File: config.mk
export PLATFORM = sky130hd
export DESIGN_NAME = lidar_pulse_closing_speed_flat
export DESIGN_NICKNAME = d
export VERILOG_FILES = /design/src/design/lpcs_pkg.sv /design/src/design/lpcs_if.sv /design/src/design/lpcs_front.sv /design/src/design/lpcs_speed.sv /design/src/design/lidar_pulse_closing_speed.sv /design/src/flat_wrapper.sv
export VERILOG_INCLUDE_DIRS = /design/src /design/src/design
export SDC_FILE = /design/constraint.sdc
export NUM_CORES = 1
export LEC_CHECK = 0
export BUFFER_PORTS_ARGS = -buffer_cell sky130_fd_sc_hd__buf_4
export CELL_PAD_IN_SITES_DETAIL_PLACEMENT = 1
export CELL_PAD_IN_SITES_GLOBAL_PLACEMENT = 1
export CORE_UTILIZATION = 45
export CTS_BUF_LIST = sky130_fd_sc_hd__clkbuf_16
export CTS_CLUSTER_SIZE = 10
export DETAILED_ROUTE_END_ITERATION = 10
export GPL_TIMING_DRIVEN = 0
export PLACE_DENSITY_LB_ADDON = 0.1
export SYNTH_ARGS = -nofsm -noshare
export SYNTH_HDL_FRONTEND = slang
export SYNTH_HIERARCHICAL = 1
export SYNTH_SLANG_ARGS = --single-unit
File: constraint.sdc
create_clock -name clk -period 11 [get_ports clk]
set_clock_uncertainty 0.2 [all_clocks]
set_input_delay 1.1 -clock clk [delete_from_list [all_inputs] [get_ports clk]]
set_output_delay 1.1 -clock clk [all_outputs]
set_load 0.05 [all_outputs]
File: src/design/lidar_pulse_closing_speed_macros.svh
// ----------------------------------------------------------------------------
// Lidar pulse closing speed: assertion macros
// Shared concurrent assertion forms, empty when SYNTHESIS is defined.
// ----------------------------------------------------------------------------
`ifndef LIDAR_PULSE_CLOSING_SPEED_MACROS_SVH
`define LIDAR_PULSE_CLOSING_SPEED_MACROS_SVH

`ifndef SYNTHESIS

`define LPCS_ASSERT_SAME(label, clk, rst_n, ante, cons) \
    label: assert property (@(posedge clk) disable iff (!rst_n) (ante) |-> (cons)) \
        else $error("lpcs assertion failed");

`define LPCS_ASSERT_NEXT(label, clk, rst_n, ante, cons) \
    label: assert property (@(posedge clk) disable iff (!rst_n) (ante) |=> (cons)) \
        else $error("lpcs assertion failed");

`else

`define LPCS_ASSERT_SAME(label, clk, rst_n, ante, cons)

`define LPCS_ASSERT_NEXT(label, clk, rst_n, ante, cons)

`endif

`endif

File: src/design/lpcs_pkg.sv
// ----------------------------------------------------------------------------
// Lidar pulse closing speed: package
// Field widths, register reset value and scaling constants.
// ----------------------------------------------------------------------------
package lpcs_pkg;

    localparam int ADC_W               = 8;
    localparam int DIST_W              = 12;
    localparam int SPEED_W             = 9;
    localparam int DUTY_W              = 8;

    localparam int COUNT_WIDTH_DEFAULT = 12;

    localparam logic [ADC_W-1:0] THRESHOLD_RESET = ADC_W'(50);

    localparam int DIST_OUT_MAX        = 4095;
    localparam int SPEED_OUT_MAX       = 511;

    // The scale factor 72/1000 reduced to lowest terms.
    localparam int SCALE_NUM           = 9;
    localparam int SCALE_DEN           = 125;

    localparam int LAMP_LIMIT          = 25;
    localparam int LAMP_GAIN           = 10;
    localparam logic [DUTY_W-1:0] DUTY_FULL = DUTY_W'(255);
    localparam logic [DUTY_W-1:0] DUTY_OFF  = DUTY_W'(0);

endpackage

File: src/design/lpcs_if.sv
// ----------------------------------------------------------------------------
// Lidar pulse closing speed: channel interfaces
// Valid/ready channels for sample words and result words.
// ----------------------------------------------------------------------------
interface lpcs_sample_if;
    import lpcs_pkg::*;

    logic             valid;
    logic             ready;
    logic [ADC_W-1:0] adc_sample;

    modport source (output valid, output adc_sample, input ready);
    modport sink (input valid, input adc_sample, output ready);
endinterface

interface lpcs_result_if;
    import lpcs_pkg::*;

    logic               valid;
    logic               ready;
    logic [DIST_W-1:0]  distance_count;
    logic [SPEED_W-1:0] closing_speed;
    logic               approaching;
    logic [DUTY_W-1:0]  duty_slow;
    logic [DUTY_W-1:0]  duty_hold;
    logic [DUTY_W-1:0]  duty_faster;

    modport source (
        output valid, output distance_count, output closing_speed, output approaching,
        output duty_slow, output duty_hold, output duty_faster, input ready
    );
    modport sink (
        input valid, input distance_count, input closing_speed, input approaching,
        input duty_slow, input duty_hold, input duty_faster, output ready
    );
endinterface

File: src/design/lpcs_front.sv
// ----------------------------------------------------------------------------
// Lidar pulse closing speed: pulse front end
// Threshold compare, width counter and distance difference stage.
// ----------------------------------------------------------------------------
`include "lidar_pulse_closing_speed_macros.svh"

module lpcs_front #(
    parameter int COUNT_WIDTH = lpcs_pkg::COUNT_WIDTH_DEFAULT
) (
    input  logic                       clk,
    input  logic                       rst_n,
    input  logic                       cfg_wr_en,
    input  logic [lpcs_pkg::ADC_W-1:0] cfg_wr_data,
    lpcs_sample_if.sink                samples,
    input  logic                       mid_adv,
    output logic                       mid_valid,
    output logic                       mid_near,
    output logic [COUNT_WIDTH-1:0]     mid_dist,
    output logic [COUNT_WIDTH-1:0]     mid_diff
);
    import lpcs_pkg::*;

    logic [ADC_W-1:0]       threshold_reg;
    logic [ADC_W-1:0]       threshold_next;
    logic                   armed_reg;
    logic                   armed_next;
    logic [COUNT_WIDTH-1:0] width_count_reg;
    logic [COUNT_WIDTH-1:0] width_count_next;
    logic [COUNT_WIDTH-1:0] last_distance_reg;
    logic [COUNT_WIDTH-1:0] last_distance_next;
    logic                   mid_valid_reg;
    logic                   mid_valid_next;
    logic                   mid_near_reg;
    logic [COUNT_WIDTH-1:0] mid_dist_reg;
    logic [COUNT_WIDTH-1:0] mid_diff_reg;

    logic                   sample_acc;
    logic                   is_high;
    logic                   pulse_end;
    logic                   dist_near;
    logic [COUNT_WIDTH-1:0] dist_diff;

    assign samples.ready = !mid_valid_reg || mid_adv;
    assign sample_acc    = samples.valid && samples.ready;
    assign is_high       = samples.adc_sample > threshold_reg;
    assign pulse_end     = sample_acc && armed_reg && !is_high;

    assign dist_near = width_count_reg <= last_distance_reg;
    assign dist_diff = dist_near ? (last_distance_reg - width_count_reg)
                                 : (width_count_reg - last_distance_reg);

    always_comb
    begin
        threshold_next     = cfg_wr_en ? cfg_wr_data : threshold_reg;
        armed_next         = armed_reg;
        width_count_next   = width_count_reg;
        last_distance_next = last_distance_reg;
        mid_valid_next     = mid_valid_reg && !mid_adv;
        if (sample_acc)
        begin
            if (!armed_reg)
            begin
                armed_next = is_high;
            end
            else if (is_high)
            begin
                if (!(&width_count_reg))
                begin
                    width_count_next = width_count_reg + COUNT_WIDTH'(1);
                end
            end
            else
            begin
                armed_next         = 1'b0;
                width_count_next   = '0;
                last_distance_next = width_count_reg;
                mid_valid_next     = 1'b1;
            end
        end
    end

    always_ff @(posedge clk or negedge rst_n)
    begin
        if (!rst_n)
        begin
            threshold_reg     <= THRESHOLD_RESET;
            armed_reg         <= 1'b0;
            width_count_reg   <= '0;
            last_distance_reg <= '0;
            mid_valid_reg     <= 1'b0;
        end
        else
        begin
            threshold_reg     <= threshold_next;
            armed_reg         <= armed_next;
            width_count_reg   <= width_count_next;
            last_distance_reg <= last_distance_next;
            mid_valid_reg     <= mid_valid_next;
        end
    end

    always_ff @(posedge clk)
    begin
        if (pulse_end)
        begin
            mid_near_reg <= dist_near;
            mid_dist_reg <= width_count_reg;
            mid_diff_reg <= dist_diff;
        end
    end

    assign mid_valid = mid_valid_reg;
    assign mid_near  = mid_near_reg;
    assign mid_dist  = mid_dist_reg;
    assign mid_diff  = mid_diff_reg;

    `LPCS_ASSERT_NEXT(a_end_gives_word, clk, rst_n, pulse_end, mid_valid_reg)
    `LPCS_ASSERT_NEXT(a_end_clears, clk, rst_n, pulse_end, !armed_reg && width_count_reg == '0)
    `LPCS_ASSERT_NEXT(a_mid_holds, clk, rst_n, mid_valid_reg && !mid_adv, mid_valid_reg && $stable(mid_diff_reg) && $stable(mid_dist_reg))

endmodule

File: src/design/lpcs_speed.sv
// ----------------------------------------------------------------------------
// Lidar pulse closing speed: speed and lamp stage
// Scales the distance change, sets the lamp duties and holds the result word.
// ----------------------------------------------------------------------------
module lpcs_speed #(
    parameter int COUNT_WIDTH = lpcs_pkg::COUNT_WIDTH_DEFAULT
) (
    input  logic                   clk,
    input  logic                   rst_n,
    input  logic                   mid_valid,
    input  logic                   mid_near,
    input  logic [COUNT_WIDTH-1:0] mid_dist,
    input  logic [COUNT_WIDTH-1:0] mid_diff,
    output logic                   mid_adv,
    lpcs_result_if.source          results
);
    import lpcs_pkg::*;

    // Division by the denominator is a multiply by a rounded-up reciprocal.
    localparam int YW = COUNT_WIDTH + 4;
    localparam int K  = YW + 7;
    localparam int MW = YW + 1;
    localparam int QW = COUNT_WIDTH - 2;
    localparam logic [MW-1:0] RECIP = MW'(((64'd1 << K) + SCALE_DEN - 1) / SCALE_DEN);

    logic [YW-1:0]      scaled;
    logic [YW+MW-1:0]   product;
    logic [QW-1:0]      quotient;
    logic [SPEED_W-1:0] speed;
    logic [DIST_W-1:0]  dist_out;
    logic [DUTY_W-1:0]  lamp;

    logic               out_valid_reg;
    logic               out_valid_next;
    logic [DIST_W-1:0]  distance_count_reg;
    logic [SPEED_W-1:0] closing_speed_reg;
    logic               approaching_reg;
    logic [DUTY_W-1:0]  duty_slow_reg;
    logic [DUTY_W-1:0]  duty_hold_reg;
    logic [DUTY_W-1:0]  duty_faster_reg;

    assign scaled   = YW'(mid_diff) * YW'(SCALE_NUM);
    assign product  = (YW+MW)'(scaled) * (YW+MW)'(RECIP);
    assign quotient = product[K +: QW];

    generate
        if (QW > SPEED_W)
        begin : g_speed_sat
            assign speed = (quotient > QW'(SPEED_OUT_MAX)) ? SPEED_W'(SPEED_OUT_MAX)
                                                          : SPEED_W'(quotient);
        end
        else
        begin : g_speed_ext
            assign speed = SPEED_W'(quotient);
        end
        if (COUNT_WIDTH > DIST_W)
        begin : g_dist_sat
            assign dist_out = (mid_dist > COUNT_WIDTH'(DIST_OUT_MAX)) ? DIST_W'(DIST_OUT_MAX)
                                                                     : DIST_W'(mid_dist);
        end
        else
        begin : g_dist_ext
            assign dist_out = DIST_W'(mid_dist);
        end
    endgenerate

    assign lamp = (speed < SPEED_W'(LAMP_LIMIT)) ? (speed[DUTY_W-1:0] * DUTY_W'(LAMP_GAIN))
                                                 : DUTY_FULL;

    assign mid_adv        = !out_valid_reg || results.ready;
    assign out_valid_next = mid_adv ? mid_valid : out_valid_reg;

    always_ff @(posedge clk or negedge rst_n)
    begin
        if (!rst_n)
        begin
            out_valid_reg <= 1'b0;
        end
        else
        begin
            out_valid_reg <= out_valid_next;
        end
    end

    always_ff @(posedge clk)
    begin
        if (mid_adv && mid_valid)
        begin
            distance_count_reg <= dist_out;
            closing_speed_reg  <= speed;
            approaching_reg    <= mid_near;
            if (speed == '0)
            begin
                duty_slow_reg   <= DUTY_OFF;
                duty_hold_reg   <= DUTY_FULL;
                duty_faster_reg <= DUTY_OFF;
            end
            else if (mid_near)
            begin
                duty_slow_reg   <= lamp;
                duty_hold_reg   <= DUTY_OFF;
                duty_faster_reg <= DUTY_OFF;
            end
            else
            begin
                duty_slow_reg   <= DUTY_OFF;
                duty_hold_reg   <= DUTY_OFF;
                duty_faster_reg <= lamp;
            end
        end
    end

    assign results.valid          = out_valid_reg;
    assign results.distance_count = distance_count_reg;
    assign results.closing_speed  = closing_speed_reg;
    assign results.approaching    = approaching_reg;
    assign results.duty_slow      = duty_slow_reg;
    assign results.duty_hold      = duty_hold_reg;
    assign results.duty_faster    = duty_faster_reg;

endmodule

File: src/design/lidar_pulse_closing_speed.sv
// ----------------------------------------------------------------------------
// Lidar pulse closing speed: top level
// Measures rangefinder pulse widths and reports distance and closing speed.
// ----------------------------------------------------------------------------
// The block takes one sample word in every clock cycle while samples.ready
// is high. A sample above the threshold first arms the counter and then
// widens the pulse by one; the first sample at or below it closes the pulse,
// and its result word passes the difference stage and then the speed stage
// with its single reciprocal multiplier. A waiting result word does not
// stop input: samples are refused only when both the difference stage and
// the result register are full and the sink is not ready.
module lidar_pulse_closing_speed #(
    parameter int COUNT_WIDTH = lpcs_pkg::COUNT_WIDTH_DEFAULT
) (
    input  logic                       clk,
    input  logic                       rst_n,
    input  logic                       cfg_wr_en,
    input  logic [lpcs_pkg::ADC_W-1:0] cfg_wr_data,
    lpcs_sample_if.sink                samples,
    lpcs_result_if.source              results
);
    import lpcs_pkg::*;

    logic                   mid_valid;
    logic                   mid_near;
    logic [COUNT_WIDTH-1:0] mid_dist;
    logic [COUNT_WIDTH-1:0] mid_diff;
    logic                   mid_adv;

    lpcs_front #(
        .COUNT_WIDTH (COUNT_WIDTH)
    ) u_front (
        .clk         (clk),
        .rst_n       (rst_n),
        .cfg_wr_en   (cfg_wr_en),
        .cfg_wr_data (cfg_wr_data),
        .samples     (samples),
        .mid_adv     (mid_adv),
        .mid_valid   (mid_valid),
        .mid_near    (mid_near),
        .mid_dist    (mid_dist),
        .mid_diff    (mid_diff)
    );

    lpcs_speed #(
        .COUNT_WIDTH (COUNT_WIDTH)
    ) u_speed (
        .clk       (clk),
        .rst_n     (rst_n),
        .mid_valid (mid_valid),
        .mid_near  (mid_near),
        .mid_dist  (mid_dist),
        .mid_diff  (mid_diff),
        .mid_adv   (mid_adv),
        .results   (results)
    );

endmodule

File: src/flat_wrapper.sv
// flat-port wrapper written by rule: the top's interface ports become plain ports
module lidar_pulse_closing_speed_flat import lpcs_pkg::*;
#(
    parameter int COUNT_WIDTH = lpcs_pkg::COUNT_WIDTH_DEFAULT
)
  (clk, rst_n, cfg_wr_en, cfg_wr_data, samples_valid, samples_adc_sample, samples_ready, results_valid, results_distance_count, results_closing_speed, results_approaching, results_duty_slow, results_duty_hold, results_duty_faster, results_ready);
  lpcs_sample_if samples_i ();
  lpcs_result_if results_i ();
  input  logic clk;
  input  logic rst_n;
  input  logic cfg_wr_en;
  input  logic [lpcs_pkg::ADC_W-1:0] cfg_wr_data;
  input wire logic [$bits(samples_i.valid)-1:0] samples_valid;
  input wire logic [$bits(samples_i.adc_sample)-1:0] samples_adc_sample;
  output wire logic [$bits(samples_i.ready)-1:0] samples_ready;
  output wire logic [$bits(results_i.valid)-1:0] results_valid;
  output wire logic [$bits(results_i.distance_count)-1:0] results_distance_count;
  output wire logic [$bits(results_i.closing_speed)-1:0] results_closing_speed;
  output wire logic [$bits(results_i.approaching)-1:0] results_approaching;
  output wire logic [$bits(results_i.duty_slow)-1:0] results_duty_slow;
  output wire logic [$bits(results_i.duty_hold)-1:0] results_duty_hold;
  output wire logic [$bits(results_i.duty_faster)-1:0] results_duty_faster;
  input wire logic [$bits(results_i.ready)-1:0] results_ready;
  assign samples_i.valid = samples_valid;
  assign samples_i.adc_sample = samples_adc_sample;
  assign samples_ready = samples_i.ready;
  assign results_valid = results_i.valid;
  assign results_distance_count = results_i.distance_count;
  assign results_closing_speed = results_i.closing_speed;
  assign results_approaching = results_i.approaching;
  assign results_duty_slow = results_i.duty_slow;
  assign results_duty_hold = results_i.duty_hold;
  assign results_duty_faster = results_i.duty_faster;
  assign results_i.ready = results_ready;
  lidar_pulse_closing_speed #(.COUNT_WIDTH(COUNT_WIDTH)) u_core (.clk(clk), .rst_n(rst_n), .cfg_wr_en(cfg_wr_en), .cfg_wr_data(cfg_wr_data), .samples(samples_i), .results(results_i));
endmodule
## Word level (Yosys, flattened, before mapping)

Cells that the tools add are included.

| storage, ports and cells | value |
|---|---|
| memory bits (read-only) | 0 |
| memories | 0 |
| input bits | 21 |
| bits in writable memories | 0 |
| output and inout port bits | 48 |
| register bits after elaboration | 106 |
| bits in latches | 0 |
| word-level logic and storage cells | 56 |

| cells by class | value |
|---|---|
| divide/modulo/power cells | 0 |
| muxes and demuxes | 11 |
| equality and inequality tests | 1 |
| magnitude comparators | 4 |
| add/sub/neg operators | 3 |
| shift operators | 0 |
| bitwise gates (word level) | 2 |
| multiply operators | 3 |
| reduce and logical (&&, ||, !) cells | 17 |

Operators with widths:

| cell | count |
|---|---|
| 12-bit two-way mux | 3 |
| 16-bit by 17-bit multiplier with 33-bit output, second input constant | 1 |
| 12-bit subtractor | 2 |
| 12-bit by 4-bit multiplier with 16-bit output, second input constant | 1 |
| 8-bit two-way mux | 2 |
| 12-bit by 1-bit adder with 12-bit output, second input constant | 1 |
| 12-bit <= comparator | 1 |
| 12-bit AND reduction | 1 |
| 10-bit by 9-bit > comparator with 1-bit output, second input constant | 1 |
| 9-bit zero test | 1 |
| 9-bit by 5-bit < comparator with 1-bit output, second input constant | 1 |
| 9-bit two-way mux | 1 |
| 8-bit > comparator | 1 |
| 8-bit by 3-bit multiplier with 7-bit output, second input constant | 1 |
| 3-bit AND reduction | 2 |
| 1-bit logical AND | 5 |
| 1-bit two-way mux | 5 |
| 1-bit zero test | 4 |
| 2-bit OR reduction | 2 |
| 1-bit logical OR | 2 |
| 2-bit != test, second input constant | 1 |
| 1-bit NOT | 2 |

## Longest topological paths before layout

Gate-level depths: netlist (run 1).

| depth | value |
|---|---|
| word-level depth | 7 |
| depth in mapped cells | 38 |
| gate-level depth less buffers | 37 |

## Cells and area by module

Netlist (run 1), hierarchy kept.

By module, submodules not included:

| module | seq. area each (sq um) | instances | area each (sq um) | cells each |
|---|---|---|---|---|
| lpcs_speed | 1196.1 | 1 | 6193.4 | 626 |
| lpcs_front | 1605.3 | 1 | 3470.8 | 328 |

## Worst setup path before layout (run 1)

OpenSTA, ideal clock, no wires.

| timing path | value |
|---|---|
| kind | flip-flop to flip-flop |
| start | reg u_core.u_front.mid_diff_reg[1], in the netlist u_core/u_front/mid_diff[1] |
| end | reg u_core.u_speed.duty_slow_reg[7], in the netlist u_core/u_speed/results.duty_slow[7], data pin |
| setup slack | 2125 ps |
| library setup time | 277 ps |
| cell stages (with the launch flop) | 36 |
| required time | 10523 ps |
| clock period less this slack | 8875 ps |
| data arrival time | 8398 ps |
| path buffers | 1 |
| cell sequence | edfxtp_1 > ha_1 > ha_1 > fa_1 > a21o_1 > a21oi_1 > o21bai_1 > a21oi_1 > o21bai_1 > a21oi_1 > o21ai_0 > xnor2_1 > fa_1 > fa_1 > fa_1 > inv_1 > fa_1 > ha_1 > ha_1 > a21oi_1 > o21ai_0 > a21oi_1 > o211ai_1 > nand3_1 > clkbuf_1 > inv_1 > nor2_1 > inv_1 > ha_1 > ha_1 > a21o_1 > a21oi_1 > xor2_1 > nor4_1 > nor4_1 > a31oi_1 |

| on the way | value |
|---|---|
| word-level cells in the longest chain between the ends | 6 |
| elaborated cells between the ends (all ways) | 9 |
| those cells by class | mul: 3; order compare: 2; mux: 2; reduce/logical: 2 |

RTL lines:

| what | line | text |
|---|---|---|
| start: declaration | lpcs_front.sv:35 | `logic [COUNT_WIDTH-1:0] mid_diff_reg;` |
| start signal: assignment | lpcs_front.sv:108 | `mid_diff_reg <= dist_diff;` |
| 12-bit by 4-bit multiplier with 16-bit output * | lpcs_speed.sv:42 | `assign scaled = YW'(mid_diff) * YW'(SCALE_NUM);` |
| 16-bit by 17-bit multiplier with 33-bit output * | lpcs_speed.sv:43 | `assign product = (YW+MW)'(scaled) * (YW+MW)'(RECIP);` |
| 10-bit by 9-bit > comparator with 1-bit output | lpcs_speed.sv:49 | `assign speed = (quotient > QW'(SPEED_OUT_MAX)) ? SPEED_W'(SPEED_OUT_MAX)` |
| 9-bit two-way mux * | lpcs_speed.sv:49 |  |
| 8-bit by 3-bit multiplier with 7-bit output, or another cell as far along | lpcs_speed.sv:67 | `assign lamp = (speed < SPEED_W'(LAMP_LIMIT)) ? (speed[DUTY_W-1:0] * DUTY_W'(LAMP_GAIN))` |
| 8-bit two-way mux or 2-bit OR reduction (tied branches) | -- |  |
| end signal: assignment | lpcs_speed.sv:100 | `duty_slow_reg <= lamp;` |
| end: declaration | lpcs_speed.sv:38 | `logic [DUTY_W-1:0] duty_slow_reg;` |

Every way passes the cells marked *; elsewhere a longest branch is shown, timed or not.
A chain may end at the register's enable or synchronous reset.

## Worst setup path in the final report (run 1)

| timing path | value |
|---|---|
| start | reg u_core.u_front.mid_diff_reg[2], in the netlist u_core/u_front/mid_diff[2] |
| end | reg u_core.u_speed.duty_faster_reg[7], in the netlist u_core/u_speed/results.duty_faster[7], data pin |

| on the way | value |
|---|---|
| word-level cells in the longest chain between the ends | 6 |
| elaborated cells between the ends (all ways) | 9 |
| those cells by class | mul: 3; order compare: 2; mux: 2; reduce/logical: 2 |

RTL lines:

| what | line | text |
|---|---|---|
| 12-bit by 4-bit multiplier with 16-bit output * | lpcs_speed.sv:42 |  |
| 16-bit by 17-bit multiplier with 33-bit output * | lpcs_speed.sv:43 |  |
| 10-bit by 9-bit > comparator with 1-bit output | lpcs_speed.sv:49 |  |
| 9-bit two-way mux * | lpcs_speed.sv:49 |  |
| 8-bit by 3-bit multiplier with 7-bit output, or another cell as far along | lpcs_speed.sv:67 |  |
| 8-bit two-way mux or 2-bit OR reduction (tied branches) | -- |  |
| end signal: assignment | lpcs_speed.sv:108 | `duty_faster_reg <= lamp;` |
| end: declaration | lpcs_speed.sv:40 | `logic [DUTY_W-1:0] duty_faster_reg;` |

Marks and branches as above.

==> results of run 1 <==
[metal layers]
| layer | wire length (um) | up-vias |
|---|---|---|
| li1 | - | 3528 |
| met2 | 11900 | 62 |
| met1 | 10200 | 3512 |
| met4 | 284 | 0 |
| met3 | 365 | 16 |
| met5 | 0 | - |
[metrics by stage]
step	worst slack, ns	cells
after detailed placement	0.550	1297
after floorplan	2.12	954
after CTS	0.533	1313
final	0.807	1313
after global routing	0.0207	1313
after global placement	0.739	1297
[area by class of cell]
type | instances | share of cell area
multi-input cells | 678 | 0.567
flip-flops and latches | 99 | 0.259
inverters | 152 | 0.0527
repair buffers | 68 | 0.0472
well taps | 275 | 0.0318
clock buffers | 9 | 0.0208
plain buffers | 25 | 0.0161
clock inverters | 7 | 0.00555
[what timing repair did]
action / 4_1_cts / 5_1_grt
hold endpoints to repair: 0 / 0
resized for setup: 0 / 2
setup endpoints to repair: 0 / 2
[kinds of logic after synthesis]
family,count (synthesis),synth area share
fa+ha+maj,228,0.329
compound gates,221,0.157
buf+inv,177,0.0770
simple gates,175,0.0935
flops,99,0.290
mux,28,0.0302
xor+xnor,26,0.0236
[worst max-delay path: cells and delay by family (launching register included)]
kind | cells | cell delay (ns)
xor gates and xnor gates | 2 | 0.69
AOI/OAI and AO/OA | 14 | 2.63
buffers and inverters | 5 | 0.62
adders and majority gates | 11 | 4.20
DFF | 1 | 0.54
and+or+nand+nor | 4 | 1.03
[Yosys cell counts, types with 3 or more instances]
master	n	area, um2
nand2_1	50	188
nor3_1	11	55.1
dfrtp_1	32	801
clkbuf_1	6	22.5
o21bai_1	9	67.6
xnor2_1	16	140
o21ai_1	4	20.0
a21o_1	19	143
nor2_2	3	18.8
ha_1	185	2310
nor2_1	30	113
o211ai_1	6	45.0
or3_1	3	18.8
nor4_1	7	43.8
nand4_1	11	68.8
o31ai_1	7	52.6
mux2_2	5	56.3
buf_6	3	33.8
a221oi_1	3	26.3
a21boi_1	3	22.5
and4_1	5	43.8
a21oi_1	72	360
and2_1	6	37.5
and3_1	8	50.1
nand2b_1	4	25.0
o21a_1	6	45.0
mux2i_1	22	220
a211oi_1	5	37.5
buf_2	3	15.0
edfxtp_1	64	1920
fa_1	43	861
buf_4	11	82.6
dfstp_2	3	78.8
nor2b_1	3	18.8
nand3_1	18	90.1
xor2_1	10	87.6
o21ai_0	40	200
a31oi_1	10	62.6
a2111oi_2	3	45.0
o211ai_2	3	37.5
inv_1	151	567
[final timing paths]
| kind | endpoint | cells after the start | startpoint | slack [ns] |
|---|---|---|---|---|
| hold / removal | u_core/u_speed/results.distance_count[8] | 0 | u_core/u_front/mid_dist[8] | 0.21 |
| hold reg to reg | u_core/u_speed/results.distance_count[8] | 0 | u_core/u_front/mid_dist[8] | 0.21 |
| setup reg to reg | u_core/u_speed/results.duty_faster[7] | 36 | u_core/u_front/mid_diff[2] | 0.81 |
| max in group asynchronous | u_core/u_front/threshold_reg[5] | 1 | rst_n | 9.76 |
| min in group asynchronous | u_core/u_front/mid_valid | 1 | rst_n | 0.49 |
| setup / recovery | u_core/u_speed/results.duty_faster[7] | 36 | u_core/u_front/mid_diff[2] | 0.81 |
==> summary.md, run 1 <==
| Metric | Value |
|---|---|
| Syn-to-layout area delta | 11.9% |
| Number of synthesized flops with an enable pin | 64 |
| Max-slew headroom | 0.306 |
| Row Count | 53 |
| Routed vias/inst | 5.42 |
| Mapped cell area | 9660 um2 |
| Fin Hold WS | 0.212 ns |
| Global Route Usage Sum | 0.218 |
| Status | completed |
| Post-CTS Setup Repair Bufs | 0 |
| Library cells used by synthesis | 81 |
| Die Wd | 149 um |
| Top FF cell, synth | edfxtp_1 |
| Drc violations | 0 |
| Critical path type | flip-flop to flip-flop |
| Grt met1 use | 0.263 |
| Max_cap viols | 0 |
| Fmax | 98.1 MHz |
| Final GP Congestion | 0.798 |
| Post-Syn Instances | 954 |
| Slew Limit Fails | 0 |
| Post-route cell area | 10800 um2 |
| Total global routing overflow | 0 |
| Area after DPL | 10500 um2 |
| DR iter-0 viols | 192 |
| WP data arrival | 10.08 ns |
| GRT met3 Usage | 0.0252 |
| Seq/Total Area, Yosys | 0.290 |
| Met2 Resource Use GR | 0.408 |
| Dpl hpwl | 18.6 mm |
| Core area | 21000 um2 |
| Initial antenna violation count | 0 |
| Synthesized Nets | 1203 |
| RSZ-0062 raised after global routing | false |
| I/O pin count | 69 |
| Vias in the first global route | 7559 |
| YS warnings | 6 |
| Die Ht | 149 um |
| Initial Util | 0.460 |
| Pre-Repair DR Iteration Count | 4 |
| Final Hold Fails | 0 |
| Drt total wl | 22.7 mm |
| Vias | 7118 |
| Register area | 2800 um2 |
| Die area | 22100 um2 |
| Crit path max fanout | 10 |
| ANT cells | 0 |
| Crit-path most repeated cell | ha_1 |
| Clk slew on worst S/H paths | 0.08 ns |
| Clk root buf | clkbuf_16 |
| Slowest cell on crit path | edfxtp_1 |
| Final setup violation count | 0 |
| First-pass GRT wire length | 37.5 mm |
| Share of layout cells above drive strength 1 | 0.140 |
| CTS Sinks | 99 |
| CTS tree | built |
| Fin util | 0.515 |
| Slowest cell delay on critical path | 0.54 ns |
| Area occupied by multi-input gates | 6130 um2 |
| Fillers | 2367 |
| Critical Path End Type | flip-flop |
| TritonCTS Buffers | 9 |
| WL/cell | 17.3 um |
| Commonest non-fill, non-tap cells in the layout | 185 x ha_1, 151 x inv_1, 79 x buf_4 |
| Hold-fix buffers at CTS | 0 |
| Syn Area/Cell | 10.1 um2 |
| NumNets Final | 1282 |
| Max H-tree Level | 3 |
| Final Cycle Share | 0.927 |
| Setup TNS Final | 0 ns |
| Crit start category | flip-flop |
| Commonest non-fill, non-tap cell in the layout | ha_1 |
| Clk Latency, worst-skew pair | 0.36 ns |
| Post-DRT Antenna Nets | 0 |
| Max Root-Sink Buffers | 2 |
| Largest net degree at the start of global routing | 40 |
| Hold Crit Class | flip-flop to flip-flop |
| Worst-margin pin slew | 1.03 ns |
| Required time worst endpoint | 10.89 ns |
| Layer with the highest usage | met2 |
| Min Tclk post-route | 10.19 ns |
| Number of synthesized register bits | 99 |
| Port bufs | 68 |
| Asr flop ratio synth | 0.354 |
Power of run 1 is not shown: default switching activity piles up to over one toggle a cycle in this logic, so the estimate is an artifact.
==> run 2, diff against run 1 <==
--- a/config.mk
+++ b/config.mk
@@ -7,14 +7,15 @@
 export NUM_CORES = 1
 export LEC_CHECK = 0
 export BUFFER_PORTS_ARGS = -buffer_cell sky130_fd_sc_hd__buf_4
-export CELL_PAD_IN_SITES_DETAIL_PLACEMENT = 1
-export CELL_PAD_IN_SITES_GLOBAL_PLACEMENT = 1
-export CORE_UTILIZATION = 45
+export CELL_PAD_IN_SITES_DETAIL_PLACEMENT = 0
+export CELL_PAD_IN_SITES_GLOBAL_PLACEMENT = 2
+export CORE_UTILIZATION = 41
 export CTS_BUF_LIST = sky130_fd_sc_hd__clkbuf_16
 export CTS_CLUSTER_SIZE = 10
 export DETAILED_ROUTE_END_ITERATION = 10
 export GPL_TIMING_DRIVEN = 0
 export PLACE_DENSITY_LB_ADDON = 0.1
+export SETUP_SLACK_MARGIN = 0.5
 export SYNTH_ARGS = -nofsm -noshare
 export SYNTH_HDL_FRONTEND = slang
 export SYNTH_HIERARCHICAL = 1
==> run 2 against run 1 <==
Compared with the run above:
- first-iteration DRC count up 58%
- die area up 9.6%
- highest routed layer unchanged
- register-to-register slack better by 0.34 ns
- routed wire length down 5.9%
- sequential share of layout area down 0.32 points
- setup slack better by 0.34 ns
- via count down 3.2%
==> summary.md, run 2 (synthesis results as in run 1) <==
| Metric | Value |
|---|---|
| Critical path type | flip-flop to flip-flop (unchanged) |
| Commonest non-fill, non-tap cells in the layout | 185 x ha_1, 151 x inv_1, 83 x buf_4 (was 185 x ha_1, 151 x inv_1, 79 x buf_4) |
| Die Ht | 156 um (was 149 um) |
| Max Root-Sink Buffers | 2 (unchanged) |
| Required time worst endpoint | 10.88 ns (was 10.89 ns) |
| Hold-fix buffers at CTS | 0 (unchanged) |
| Final Hold Fails | 0 (unchanged) |
| Initial Util | 0.423 (was 0.460) |
| Slowest cell on crit path | edfxtp_1 (unchanged) |
| CTS Sinks | 99 (unchanged) |
| Row Count | 55 (was 53) |
| Fmax | 102 MHz (was 98.1 MHz) |
| Slowest cell delay on critical path | 0.56 ns (was 0.54 ns) |
| NumNets Final | 1286 (was 1282) |
| TritonCTS Buffers | 9 (unchanged) |
| Post-DRT Antenna Nets | 0 (unchanged) |
| Fin Hold WS | 0.220 ns (was 0.212 ns) |
| Pre-CTS setup slack | 0.635 ns (was 0.550 ns) |
| ANT cells | 0 (unchanged) |
| Status | completed (unchanged) |
| Port bufs | 68 (unchanged) |
| Dpl hpwl | 17.4 mm (was 18.6 mm) |
| Die Wd | 156 um (was 149 um) |
| Crit-path most repeated cell | ha_1 (unchanged) |
| Reg2Reg Depth | 33 (was 36) |
| Global Route Usage Sum | 0.188 (was 0.218) |
| I/O pin count | 69 (unchanged) |
| WL/cell | 15.8 um (was 17.3 um) |
| Share of layout cells above drive strength 1 | 0.151 (was 0.140) |
| Register area | 2800 um2 (unchanged) |
| Clk slew on worst S/H paths | 0.08 ns (about the same) |
| Final Cycle Share | 0.896 (was 0.927) |
| Min Tclk post-route | 9.85 ns (was 10.19 ns) |
| Max H-tree Level | 3 (unchanged) |
| Hold Crit Depth | 0 (unchanged) |
| Total global routing overflow | 0 (unchanged) |
| Setup TNS Final | 0 ns (unchanged) |
| Vias in the first global route | 7058 (was 7559) |
| DR iter-0 viols | 303 (was 192) |
| Fillers | 2232 (was 2367) |
| WP data arrival | 9.73 ns (was 10.08 ns) |
| Routed vias/inst | 5.09 (was 5.42) |
| Slew Limit Fails | 0 (unchanged) |
| Crit start category | flip-flop (unchanged) |
| Final GP Congestion | 0.805 (was 0.798) |
| Clk root buf | clkbuf_16 (unchanged) |
| Drt total wl | 21.4 mm (was 22.7 mm) |
| Crit path max fanout | 6 (was 10) |
| Max_cap viols | 0 (unchanged) |
| Syn-to-layout area delta | 13.3% (was 11.9%) |
| Die area | 24200 um2 (was 22100 um2) |
| Core area | 22800 um2 (was 21000 um2) |
| Drc violations | 0 (unchanged) |
| Setup WS post-layout | 1.15 ns (was 0.807 ns) |
| Largest net degree at the start of global routing | 40 (unchanged) |
| Final setup violation count | 0 (unchanged) |
| Initial antenna violation count | 0 (unchanged) |
| Vias | 6891 (was 7118) |
| RSZ-0062 raised after global routing | false (unchanged) |
| Worst-margin pin slew | 1.02 ns (was 1.03 ns) |
| Critical Path End Type | flip-flop (unchanged) |
| Hold Crit Class | flip-flop to flip-flop (unchanged) |
| Clk Latency, worst-skew pair | 0.36 ns (about the same) |
| Commonest non-fill, non-tap cell in the layout | ha_1 (unchanged) |
| Max-slew headroom | 0.314 (was 0.306) |
| Pre-Repair DR Iteration Count | 4 (unchanged) |
| Area occupied by multi-input gates | 6160 um2 (was 6130 um2) |
| First-pass GRT wire length | 35.8 mm (was 37.5 mm) |
| CTS tree | built (unchanged) |
## run 2: cell types whose count changed in the layout (fill, tap and decap cells not counted), sizes merged
cell,previous run,this run
buf,86,90
clkinv,3,5
clkinvlp,1,0
inv,155,154
## run 2: final timing paths
kind | slack [ns] | startpoint | end
min in group asynchronous | 0.48 | rst_n | u_core/u_front/threshold_reg[2]
max reg2reg | 1.15 | u_core/u_front/mid_diff[2] | u_core/u_speed/results.duty_faster[7]
min reg2reg | 0.22 | u_core/u_front/mid_dist[11] | u_core/u_speed/results.distance_count[11]
max | 1.15 | u_core/u_front/mid_diff[2] | u_core/u_speed/results.duty_faster[7]
min | 0.22 | u_core/u_front/mid_dist[11] | u_core/u_speed/results.distance_count[11]
max in group asynchronous | 9.75 | rst_n | u_core/u_front/threshold_reg[4]
## run 2: area by class of cell
type                       count  area share
clock inverter                 7     0.00765
clock buffer                   9      0.0206
multi-input combinational    678       0.563
buffer                        25      0.0160
tap                          313      0.0358
sequential                    99       0.256
timing repair buffer          72      0.0493
inverter                     152      0.0521
## run 2: layer usage
metal,up-vias,GRT usage,part of all wire
met5,-,0,0
met4,0,0.0401,0.011
met3,15,0.0228,0.021
met2,69,0.336,0.49
met1,3261,0.244,0.47
li1,3546,-,-
## run 2: worst max-delay path: cells and delay by family (launching register included)
family,cells,cell delay (ns)
buffers and inverters,2,0.10
AOI/OAI and AO/OA,14,2.81
and+or+nand+nor,4,1.01
DFF,1,0.56
adders and majority gates,11,4.29
xor gates and xnor gates,2,0.59
## run 2: stage by stage
| stage | area, um2 | std cells | utilization |
|---|---|---|---|
| floorplan | 9660 | 954 | - |
| global placement | 10600 | 1335 | 0.462 |
| detailed placement | 10600 | 1335 | 0.463 |
| CTS | 10900 | 1351 | 0.476 |
| global route | 11000 | 1355 | 0.479 |
| finish | 11000 | 1355 | 0.479 |
## run 2: repair_timing
item,in CTS,in global routing
hold endpoints to repair,0,0
endpoints found under the setup margin,0,2
resized for setup,0,11
setup buffers,0,4
Power of run 2 is left out for the same reason.
==> run 3, diff against run 2 <==
--- a/config.mk
+++ b/config.mk
@@ -6,10 +6,11 @@
 export SDC_FILE = /design/constraint.sdc
 export NUM_CORES = 1
 export LEC_CHECK = 0
+export ABC_AREA = 1
 export BUFFER_PORTS_ARGS = -buffer_cell sky130_fd_sc_hd__buf_4
 export CELL_PAD_IN_SITES_DETAIL_PLACEMENT = 0
 export CELL_PAD_IN_SITES_GLOBAL_PLACEMENT = 2
-export CORE_UTILIZATION = 41
+export CORE_UTILIZATION = 38
 export CTS_BUF_LIST = sky130_fd_sc_hd__clkbuf_16
 export CTS_CLUSTER_SIZE = 10
 export DETAILED_ROUTE_END_ITERATION = 10
==> run 3 against run 2 <==
Compared with the run above:
- fmax rose by 17%
- cell count rose by 33%
- critical path depth rose by 7
- critical path type unchanged
==> summary.md, run 3 <==
| Metric | Value |
|---|---|
| Status | completed (unchanged) |
| Synthesized Nets | 1598 (was 1203) |
| DR iter-0 viols | 266 (was 303) |
| Max_cap viols | 0 (unchanged) |
| Final Hold Fails | 0 (unchanged) |
| Post-DRT Antenna Nets | 0 (unchanged) |
| Max-slew headroom | 0.294 (was 0.314) |
| RSZ-0062 raised after global routing | false (unchanged) |
| Min Tclk post-route | 8.40 ns (was 9.85 ns) |
| Port bufs | 68 (unchanged) |
| Commonest non-fill, non-tap cell in the layout | nand2_1 (was ha_1) |
| Fillers | 2855 (was 2232) |
| NumNets Final | 1678 (was 1286) |
| CP startpoint | u_core/u_front/mid_diff[1] (was u_core/u_front/mid_diff[2]) |
| Clk Latency, worst-skew pair | 0.36 ns (about the same) |
| Routed vias/inst | 4.61 (was 5.09) |
| Post-CTS Setup Repair Bufs | 0 (unchanged) |
| ANT cells | 0 (unchanged) |
| # resized after CTS | 0 (unchanged) |
| Pre-CTS setup slack | 2.51 ns (was 0.635 ns) |
| Setup TNS Final | 0 ns (unchanged) |
| Number of synthesized flops with an enable pin | 64 (unchanged) |
| Seq/Total Area, Yosys | 0.265 (was 0.290) |
| Commonest non-fill, non-tap cells in the layout | 370 x nand2_1, 278 x inv_1, 185 x ha_1 (was 185 x ha_1, 151 x inv_1, 83 x buf_4) |
| Die Ht | 169 um (was 156 um) |
| WL/cell | 13.9 um (was 15.8 um) |
| Post-Syn Instances | 1349 (was 954) |
| Slew Limit Fails | 0 (unchanged) |
| Drt total wl | 25.1 mm (was 21.4 mm) |
| Synth top area share | 0.219 (was 0.240) |
| CTS Sinks | 99 (unchanged) |
| Critical path type | flip-flop to flip-flop (unchanged) |
| Vias | 8333 (was 6891) |
| Drc violations | 0 (unchanged) |
| Clk slew on worst S/H paths | 0.09 ns (was 0.08 ns) |
| Slowest cell on crit path | edfxtp_1 (unchanged) |
| Share of layout cells above drive strength 1 | 0.121 (was 0.151) |
| Final setup violation count | 0 (unchanged) |
| Synth top area cells | ha_1 22%, edfxtp_1 18%, nand2_1 13%, inv_1 9.9%, fa_1 8.1% (was ha_1 24%, edfxtp_1 20%, fa_1 8.9%, dfrtp_1 8.3%, inv_1 5.9%) |
| Count leader, synth | nand2_1 (was ha_1) |
| Dpl hpwl | 21.3 mm (was 17.4 mm) |
| Initial antenna violation count | 0 (unchanged) |
| CTS tree | built (unchanged) |
| I/O pin count | 69 (unchanged) |
| Top FF cell, synth | edfxtp_1 (unchanged) |
| Final Cycle Share | 0.764 (was 0.896) |
| YS warnings | 6 (unchanged) |
| Hold Crit Class | flip-flop to flip-flop (unchanged) |
| Fmax | 119 MHz (was 102 MHz) |
| Clk root buf | clkbuf_16 (unchanged) |
| Die Wd | 169 um (was 156 um) |
| Number of synthesized register bits | 99 (unchanged) |
| Library cells used by synthesis | 39 (was 81) |
| Crit path max fanout | 10 (was 6) |
| Asr flop ratio synth | 0.354 (unchanged) |
| Global Route Usage Sum | 0.185 (was 0.188) |
| Setup WS post-layout | 2.60 ns (was 1.15 ns) |
| Initial Util | 0.390 (was 0.423) |
| Crit start category | flip-flop (unchanged) |
| Die area | 28500 um2 (was 24200 um2) |
| Vias in the first global route | 8307 (was 7058) |
| Mapped cell area | 10600 um2 (was 9660 um2) |
| FF-to-FF Start | u_core/u_front/mid_diff[1] (was u_core/u_front/mid_diff[2]) |
| Slowest cell delay on critical path | 0.56 ns (about the same) |
| Hold-fix buffers at CTS | 0 (unchanged) |
| Syn-to-layout area delta | 12.6% (was 13.3%) |
| Core area | 27100 um2 (was 22800 um2) |
| First-pass GRT wire length | 41.7 mm (was 35.8 mm) |
| Worst-margin pin slew | 1.06 ns (was 1.02 ns) |
| Max Root-Sink Buffers | 2 (unchanged) |
| Largest net degree at the start of global routing | 36 (was 40) |
| Cell taking the most area after synthesis | ha_1 (unchanged) |
| Required time worst endpoint | 10.92 ns (was 10.88 ns) |
| Min-Delay Startpoint | u_core/u_front/mid_dist[11] (unchanged) |
| Fin util | 0.440 (was 0.479) |
| Post-route cell area | 11900 um2 (was 11000 um2) |
| WP data arrival | 8.32 ns (was 9.73 ns) |
| Crit-path most repeated cell | nand2_1 (was ha_1) |
| Syn Area/Cell | 7.84 um2 (was 10.1 um2) |
| TritonCTS Buffers | 9 (unchanged) |
| Max H-tree Level | 3 (unchanged) |
| Area after DPL | 11600 um2 (was 10600 um2) |
| Final GP Congestion | 0.796 (was 0.805) |
| Row Count | 60 (was 55) |
| Critical Path End Type | flip-flop (unchanged) |
| Top cells by count, synth | 370 x nand2_1, 278 x inv_1, 185 x ha_1, 75 x nand3_1, 74 x nor2_1 (was 185 x ha_1, 151 x inv_1, 72 x a21oi_1, 64 x edfxtp_1, 50 x nand2_1) |
| Pre-Repair DR Iteration Count | 5 (was 4) |
| Total global routing overflow | 0 (unchanged) |
==> run 3: cell count changes in the layout (fill, tap and decap cells not counted), sizes merged, moves of 8 or more <==
cell   before  now
mux2i      22    0
o21ai      45   25
nand2      52  387
a31oi      10    0
o31ai       9    0
inv       154  290
nand4      11   32
nor2       33   92
a21oi      74   45
nand3      18   79
a21o       19    2
xor2       10   22
nor4        8    0
xnor2      16    8
==> run 3: final timing paths <==
path                                                             end  slack, ns  depth (start not counted)
max reg2reg                    u_core/u_speed/results.duty_faster[7]       2.60                         40
min in group asynchronous          u_core/u_front/width_count_reg[1]       0.50                          1
min reg2reg                u_core/u_speed/results.distance_count[11]       0.22                          0
max in group asynchronous            u_core/u_front/threshold_reg[1]       9.72                          1
max                            u_core/u_speed/results.duty_faster[7]       2.60                         40
min                        u_core/u_speed/results.distance_count[11]       0.22                          0
==> run 3: area by class of cell <==
cell class	count	area [um2]	area share
multi-input cells	938	6530	0.548
inverters	288	1080	0.0908
clock inverters	7	91.3	0.00767
clock buffers	9	225	0.0189
well taps	372	465	0.0391
flip-flops and latches	99	2800	0.235
repair buffers	69	538	0.0452
plain buffers	24	179	0.0150
==> run 3: cell families (layout without fill, tap and decap cells) <==
| group | Yosys count | in the layout | share of synthesized area |
|---|---|---|---|
| buffers and inverters | 312 | 397 | 0.119 |
| XOR/XNOR | 30 | 30 | 0.0248 |
| flip-flops | 99 | 99 | 0.265 |
| AO/OA/AOI/OAI | 79 | 79 | 0.0421 |
| AND/OR/NAND/NOR | 600 | 600 | 0.248 |
| multiplexers | 1 | 1 | 0.00106 |
| adder cells (fa/ha/maj) | 228 | 228 | 0.300 |
==> run 3: through the flow <==
| stage | hold WS, ns | std cells |
|---|---|---|
| 2_1_floorplan | 0.200 | 1349 |
| 3_3_place_gp | 0.202 | 1789 |
| 3_5_place_dp | 0.205 | 1790 |
| 4_1_cts | 0.225 | 1806 |
| 5_1_grt | 0.231 | 1806 |
| 6_report | 0.221 | 1806 |
==> run 3: critical path: cells and delay by family (launching register included) <==
family	cells	cell delay (ns)
XOR/XNOR	2	0.55
flip-flops	1	0.56
adder cells (fa/ha/maj)	11	4.11
AND/OR/NAND/NOR	16	1.54
AO/OA/AOI/OAI	4	0.53
buffers and inverters	7	0.68
==> run 3: layer usage <==
| metal | vias up | global-route usage | part of all wire | routed length (um) |
|---|---|---|---|---|
| li1 | 4394 | - | - | - |
| met1 | 3871 | 0.230 | 0.46 | 11600 |
| met2 | 56 | 0.345 | 0.51 | 12900 |
| met5 | - | 0 | 0 | 0 |
| met4 | 0 | 0.0316 | 0.0072 | 180 |
| met3 | 12 | 0.0208 | 0.016 | 400 |
Power of run 3 is left out for the same reason.
